$ cat config.mk
export PLATFORM = sky130hd
export DESIGN_NAME = polyline_point_rasterizer_core
export DESIGN_NICKNAME = d
export VERILOG_FILES = /design/src/hw/rtl/ppr_pkg.sv /design/src/hw/rtl/polyline_point_rasterizer_core.sv
export SDC_FILE = /design/constraint.sdc
export NUM_CORES = 1
export LEC_CHECK = 0
export ABC_CLOCK_PERIOD_IN_PS = 11600
export BUFFER_PORTS_ARGS = -buffer_cell sky130_fd_sc_hd__buf_2
export CAP_MARGIN = 30
export CORE_UTILIZATION = 60
export DETAILED_ROUTE_END_ITERATION = 8
export PLACE_DENSITY = 0.81
export SLEW_MARGIN = 20
export SYNTH_ARGS = -nofsm -noshare
export SYNTH_HDL_FRONTEND = slang
export SYNTH_SLANG_ARGS = --single-unit
$ cat constraint.sdc
create_clock -name aclk -period 11.6 [get_ports aclk]
set_input_delay 0 -clock aclk [delete_from_list [all_inputs] [get_ports aclk]]
set_output_delay 0 -clock aclk [all_outputs]
set_load 0.02 [all_outputs]
$ cat src/hw/rtl/ppr_pkg.sv
// Types and constants of the polyline point rasterizer.
`timescale 1ns / 1ps
`default_nettype none

package ppr_pkg;

    // Coordinate width and derived widths
    localparam int COORD_BITS = 10;
    localparam int ERR_BITS   = COORD_BITS + 1;
    localparam int DATA_BITS  = ((2 * COORD_BITS + 7) / 8) * 8;

    // Input word kinds carried on tuser
    localparam logic MODE_POINT = 1'b0;
    localparam logic MODE_TICK  = 1'b1;

    typedef logic [COORD_BITS-1:0] coord_t;
    typedef logic [ERR_BITS-1:0]   err_t;

    // Walk directions: x steps down, y steps down, y is the major axis
    typedef struct packed {
        logic y_major;
        logic y_down;
        logic x_down;
    } step_dir_t;

    // One result word
    typedef struct packed {
        logic   pixel_valid;
        coord_t pixel_x;
        coord_t pixel_y;
        logic   segment_last;
    } result_t;

endpackage

`default_nettype wire

$ cat src/hw/rtl/polyline_point_rasterizer_core.sv
// Top level of the polyline point rasterizer: Bresenham walk and output buffer.
`timescale 1ns / 1ps
`default_nettype none

// Joins a stream of points into a polyline and walks each segment with
// Bresenham's integer line algorithm. An input word with tuser = 0 carries a
// new point: the first one after reset returns a single dot marked last, later
// ones return an idle word (tuser = 0, tdata and tlast zero) and arm a segment
// from the new point back to the previous one. An input word with tuser = 1
// is a tick that returns the next pixel of the armed segment, tlast on its
// final pixel, or an idle word when no segment is armed. Every input word
// returns exactly one result word. The whole update (span, compare, one add and
// compare of the error term) sits between the state registers and the output
// register, so a word is accepted in every cycle while the skid word is empty,
// and its result is registered in the output or skid register. A two-word
// output buffer lets input continue for one word while the output side stalls.
module polyline_point_rasterizer_core (
    input  wire                          aclk,
    input  wire                          aresetn,
    // Input channel
    input  wire                          s_tvalid,
    output logic                         s_tready,
    input  wire  [ppr_pkg::DATA_BITS-1:0] s_tdata,  // point_x, point_y
    input  wire  [0:0]                   s_tuser,   // mode
    // Result channel
    output logic                         m_tvalid,
    input  wire                          m_tready,
    output logic [ppr_pkg::DATA_BITS-1:0] m_tdata,  // pixel_x, pixel_y
    output logic [0:0]                   m_tuser,   // pixel_valid
    output logic                         m_tlast    // segment_last
);

    localparam int C = ppr_pkg::COORD_BITS;

    // Line state
    logic                 have_prev_reg, have_prev_next;
    ppr_pkg::coord_t      prev_x_reg, prev_x_next;
    ppr_pkg::coord_t      prev_y_reg, prev_y_next;
    logic                 walk_active_reg, walk_active_next;
    ppr_pkg::coord_t      walk_x_reg, walk_x_next;
    ppr_pkg::coord_t      walk_y_reg, walk_y_next;
    ppr_pkg::err_t        err_reg, err_next;
    ppr_pkg::coord_t      major_reg, major_next;
    ppr_pkg::coord_t      minor_reg, minor_next;
    ppr_pkg::err_t        left_reg, left_next;
    ppr_pkg::step_dir_t   dir_reg, dir_next;

    // Output buffer
    logic                 out_valid_reg, out_valid_next;
    ppr_pkg::result_t     out_data_reg, out_data_next;
    logic                 skid_valid_reg, skid_valid_next;
    ppr_pkg::result_t     skid_data_reg, skid_data_next;

    logic                 s_accept;
    logic                 in_mode;
    ppr_pkg::coord_t      in_x, in_y;
    ppr_pkg::result_t     result;

    // Segment setup terms
    ppr_pkg::coord_t      dx, dy, st_major, st_minor;
    ppr_pkg::step_dir_t   st_dir;

    // Walk advance terms
    ppr_pkg::err_t        err_sum, err_adv;
    logic                 minor_step;
    ppr_pkg::err_t        left_dec;

    assign s_tready = !skid_valid_reg;
    assign s_accept = s_tvalid && s_tready;
    assign in_mode  = s_tuser[0];
    assign in_x     = s_tdata[C-1:0];
    assign in_y     = s_tdata[2*C-1:C];

    // Spans and directions of a segment from the new point back to the previous
    assign dx = (prev_x_reg >= in_x) ? (prev_x_reg - in_x) : (in_x - prev_x_reg);
    assign dy = (prev_y_reg >= in_y) ? (prev_y_reg - in_y) : (in_y - prev_y_reg);
    assign st_dir.x_down  = prev_x_reg < in_x;
    assign st_dir.y_down  = prev_y_reg < in_y;
    assign st_dir.y_major = dy > dx;
    assign st_major = st_dir.y_major ? dy : dx;
    assign st_minor = st_dir.y_major ? dx : dy;

    // Error term update for one step
    assign err_sum    = err_reg + {1'b0, minor_reg};
    assign minor_step = err_sum >= {1'b0, major_reg};
    assign err_adv    = minor_step ? (err_sum - {1'b0, major_reg}) : err_sum;
    assign left_dec   = left_reg - ppr_pkg::ERR_BITS'(1);

    // Next line state and result for the accepted word
    always_comb begin
        have_prev_next   = have_prev_reg;
        prev_x_next      = prev_x_reg;
        prev_y_next      = prev_y_reg;
        walk_active_next = walk_active_reg;
        walk_x_next      = walk_x_reg;
        walk_y_next      = walk_y_reg;
        err_next         = err_reg;
        major_next       = major_reg;
        minor_next       = minor_reg;
        left_next        = left_reg;
        dir_next         = dir_reg;
        result           = '0;
        if (s_accept) begin
            if (in_mode == ppr_pkg::MODE_POINT) begin
                walk_active_next = 1'b0;
                if (!have_prev_reg) begin
                    result.pixel_valid  = 1'b1;
                    result.pixel_x      = in_x;
                    result.pixel_y      = in_y;
                    result.segment_last = 1'b1;
                    have_prev_next      = 1'b1;
                end else begin
                    dir_next         = st_dir;
                    major_next       = st_major;
                    minor_next       = st_minor;
                    err_next         = {1'b0, st_major >> 1};
                    left_next        = {1'b0, st_major} + ppr_pkg::ERR_BITS'(1);
                    walk_x_next      = in_x;
                    walk_y_next      = in_y;
                    walk_active_next = 1'b1;
                end
                prev_x_next = in_x;
                prev_y_next = in_y;
            end else if (walk_active_reg && (left_reg != '0)) begin
                result.pixel_valid  = 1'b1;
                result.pixel_x      = walk_x_reg;
                result.pixel_y      = walk_y_reg;
                result.segment_last = (left_reg == ppr_pkg::ERR_BITS'(1));
                left_next           = left_dec;
                if (left_dec == '0) begin
                    walk_active_next = 1'b0;
                end else begin
                    // Advance along the major axis, and the minor one on overflow
                    err_next = err_adv;
                    if (dir_reg.y_major) begin
                        walk_y_next = dir_reg.y_down ? (walk_y_reg - C'(1))
                                                     : (walk_y_reg + C'(1));
                        if (minor_step) begin
                            walk_x_next = dir_reg.x_down ? (walk_x_reg - C'(1))
                                                         : (walk_x_reg + C'(1));
                        end
                    end else begin
                        walk_x_next = dir_reg.x_down ? (walk_x_reg - C'(1))
                                                     : (walk_x_reg + C'(1));
                        if (minor_step) begin
                            walk_y_next = dir_reg.y_down ? (walk_y_reg - C'(1))
                                                         : (walk_y_reg + C'(1));
                        end
                    end
                end
            end else begin
                walk_active_next = 1'b0;
            end
        end
    end

    // Output register with one skid word behind it
    always_comb begin
        out_valid_next  = out_valid_reg;
        out_data_next   = out_data_reg;
        skid_valid_next = skid_valid_reg;
        skid_data_next  = skid_data_reg;
        if (!out_valid_reg || m_tready) begin
            if (skid_valid_reg) begin
                out_valid_next  = 1'b1;
                out_data_next   = skid_data_reg;
                skid_valid_next = 1'b0;
            end else begin
                out_valid_next = s_accept;
                out_data_next  = result;
            end
        end else if (s_accept) begin
            skid_valid_next = 1'b1;
            skid_data_next  = result;
        end
    end

    // Control state
    always_ff @(posedge aclk) begin
        if (!aresetn) begin
            have_prev_reg   <= 1'b0;
            walk_active_reg <= 1'b0;
            out_valid_reg   <= 1'b0;
            skid_valid_reg  <= 1'b0;
        end else begin
            have_prev_reg   <= have_prev_next;
            walk_active_reg <= walk_active_next;
            out_valid_reg   <= out_valid_next;
            skid_valid_reg  <= skid_valid_next;
        end
    end

    // Payload state
    always_ff @(posedge aclk) begin
        prev_x_reg    <= prev_x_next;
        prev_y_reg    <= prev_y_next;
        walk_x_reg    <= walk_x_next;
        walk_y_reg    <= walk_y_next;
        err_reg       <= err_next;
        major_reg     <= major_next;
        minor_reg     <= minor_next;
        left_reg      <= left_next;
        dir_reg       <= dir_next;
        out_data_reg  <= out_data_next;
        skid_data_reg <= skid_data_next;
    end

    assign m_tvalid   = out_valid_reg;
    assign m_tdata    = ppr_pkg::DATA_BITS'({out_data_reg.pixel_y, out_data_reg.pixel_x});
    assign m_tuser[0] = out_data_reg.pixel_valid;
    assign m_tlast    = out_data_reg.segment_last;

endmodule

`default_nettype wire

==> results.ini <==
[run]
cap_violations=0

[grt]
first_global_vias=6891
grt_start_max_net_pins=67
overflow=0
antenna_found_initial=0
grt_pass1_wl_um=34000
grt_usage_pct=27.3

[place]
dp_cells=1167
hpwl_um=14500
io_buffers=48
place.gp.congestion=0.863

[power]
clkPwrFrac_pct=32.3
combinationalPowerShare_pct=30.4
p_leak_nw=4.70
p_total_mw=1.56
peakVddDrop_mv=0.115
power.switching_uw=520
p_per_area_nw_per_um2=146
sequentialPowerShare_pct=37.3
p_int_mw=1.04
p_sw_share_pct=33.4

[drt]
first_pass_iters=5
totalWireLength_um=21000
post_drt_via_cell_ratio=5.85
antenna_left=0
drc=0
avgRoutedWirePerCell_um=17.2
vias=7154
drt_iter0_drc=527

[finish]
instances_no_fill=1223
area_delta_synth_final_pct=13.5
mostFrequentLayoutCell=edfxtp_1
nNetsFinal=1123
fillers=1148
layout-drive-gt1-share_pct=11.4
largest_reg_flops=22
antenna_cells=0
final_cell_mix=edfxtp_1, inv_1, ha_1

[worst_hold_path]
hold_class=primary input to flop
min_from=m_tready
hold_end=skid_valid_reg
hold_depth=4

[critical_path]
worstPathArrival_ns=7.36
cp-end-kind=flop
timing.rr.start=prev_x_reg[0]
required_ns=11.76
crit_type=flop to flop
crit_path_start_kind=flop
regToRegEndpoint=left_reg[8]
worstRegToRegCells=25
reg2reg_slack_ns=4.39
path_max_fanout=40
startpoint=prev_x_reg[0]

[timing]
period_needed_ns=7.21
tightest_slew_ns=0.961
slew_violations=0
tns_ns=0
setup_viol=0
rsz0062_at_grt=no
hold_violations=0
clock_skew_ns=0.0160
finalCritPeriodShare_pct=62.1
slew_headroom_pct=35.3
fmax_ghz=0.139

[floorplanning]
num_rows=45
ios=57
start_util_pct=61.6
die_h_um=127
core_um2=15300
die-area_um2=16200
fp.dieW_um=127

[outcome]
outcome=complete, no violations

[clocking]
clkSinkCount=133
clk_pin_slew_ns=0.06
cts_buffer_depth=2
numCtsBuffers=17
clk_latency_ns=0.43
cts-root-buf=clkbuf_16
cts_tree=done
cts.htree.levels=4

[logic_synthesis]
synth-seq-area-share_pct=42.1
synth_top_cell_by_area=edfxtp_1
synth_edf_count=129
yosysUniqueCellTypes=68
synth_seq_cells=133
synth.area.top_cells=edfxtp_1, ha_1, mux2i_1, inv_1, a21oi_1
yosysWarnings=0
synth_area_um2=9390
synthFlopType=edfxtp_1
syn_inst=928
synth_top_cell_area_share_pct=41.2
synthArstFlopShare_pct=0
syn_area_per_cell_um2=10.1

[power groups by stage]
stage	registers [mW]	clock network, mW	logic, mW
2_1_floorplan	0.597	0	0.349
3_3_place_gp	0.590	0	0.446
3_5_place_dp	0.591	0	0.458
4_1_cts	0.581	0.509	0.470
5_1_grt	0.582	0.528	0.523
6_report	0.581	0.503	0.474
[critical path, cell delays in order (launching register included)]
cell      delay (ns)
edfxtp_1        0.39
inv_1           0.07
ha_1            0.15
inv_1           0.05
fa_1            0.38
a21o_1          0.21
a221o_1         0.37
a211oi_2        0.78
mux2_1          0.42
nor2_1          0.20
xor2_1          0.44
ha_1            0.34
a21o_1          0.16
a21o_1          0.16
a21oi_1         0.24
nand2_1         0.08
a211o_1         0.23
o311a_1         0.10
buf_4           0.27
a21oi_1         0.46
ha_1            0.32
inv_1           0.10
or4b_1          0.52
mux2i_1         0.26
xnor2_1         0.16
o21ai_1         0.07
[per-stage QoR]
stage	hold WS [ns]	setup slack [ns]	utilization (%)	cell area (um^2)
after floorplan	0.0989	5.55	-	9410
after global placement	0.233	4.63	64.4	9820
after detailed placement	0.232	4.48	64.6	9860
after CTS	0.205	4.46	69.7	10600
after global routing	0.245	3.99	69.8	10700
final	0.206	4.39	69.8	10700
[final cells by class]
| type | count | area, um^2 | share of cell area (%) |
|---|---|---|---|
| Clock buffer | 17 | 425 | 3.99 |
| Clock inverter | 15 | 120 | 1.13 |
| Inverter | 100 | 375 | 3.52 |
| Multi-Input combinational cell | 662 | 4920 | 46.2 |
| Sequential cell | 133 | 3950 | 37.1 |
| Tap cell | 211 | 264 | 2.48 |
| Timing Repair Buffer | 85 | 599 | 5.62 |
[how the worst max path moves through the flow]
stage / depth (start not counted) / to / slack, ns
after floorplan: 26 / left_reg[8] / 5.55
after global routing: 25 / left_reg[8] / 3.99
after detailed placement: 25 / left_reg[8] / 4.48
final: 25 / left_reg[8] / 4.39
after global placement: 24 / left_reg[8] / 4.63
after CTS: 25 / left_reg[8] / 4.46
[cells in the mapped netlist (7+ instances only)]
| cell | number |
|---|---|
| edfxtp_1 | 129 |
| o21bai_1 | 17 |
| clkbuf_1 | 20 |
| mux2i_1 | 38 |
| buf_2 | 8 |
| fa_1 | 8 |
| xnor2_1 | 37 |
| o21a_1 | 12 |
| nor2_1 | 62 |
| a21o_1 | 40 |
| a22oi_1 | 18 |
| nor2b_1 | 9 |
| o21ai_0 | 40 |
| a21oi_1 | 72 |
| nand3_1 | 8 |
| nand2_1 | 61 |
| nand4_1 | 7 |
| nor3_1 | 17 |
| inv_1 | 99 |
| a21boi_0 | 7 |
| ha_1 | 87 |
| a31oi_1 | 7 |
| or3_1 | 8 |
| xor2_1 | 22 |
[kinds of logic after synthesis]
group / synth area share (%)
AOI/OAI and AO/OA: 17.2
and+or+nand+nor: 11.0
adders and majority gates: 13.3
xor gates and xnor gates: 5.67
muxes: 4.82
other: 0.0399
buffers and inverters: 5.90
DFF: 42.1
[layer usage]
metal	vias up	routed length, um	global-route usage (%)	share of wire, %
met5	-	0	0	0
met4	0	362	10.2	1.7
met3	37	1160	5.61	5.5
met2	212	10400	45.8	49
met1	3420	9140	35.0	43
li1	3485	-	-	-
[timing repair]
item	in CTS	in global routing
setup buffers	0	0
gates resized for setup	0	0
endpoints found under the hold margin	29	0
hold buffers	22	0
Power figures use the tool's default switching activity.
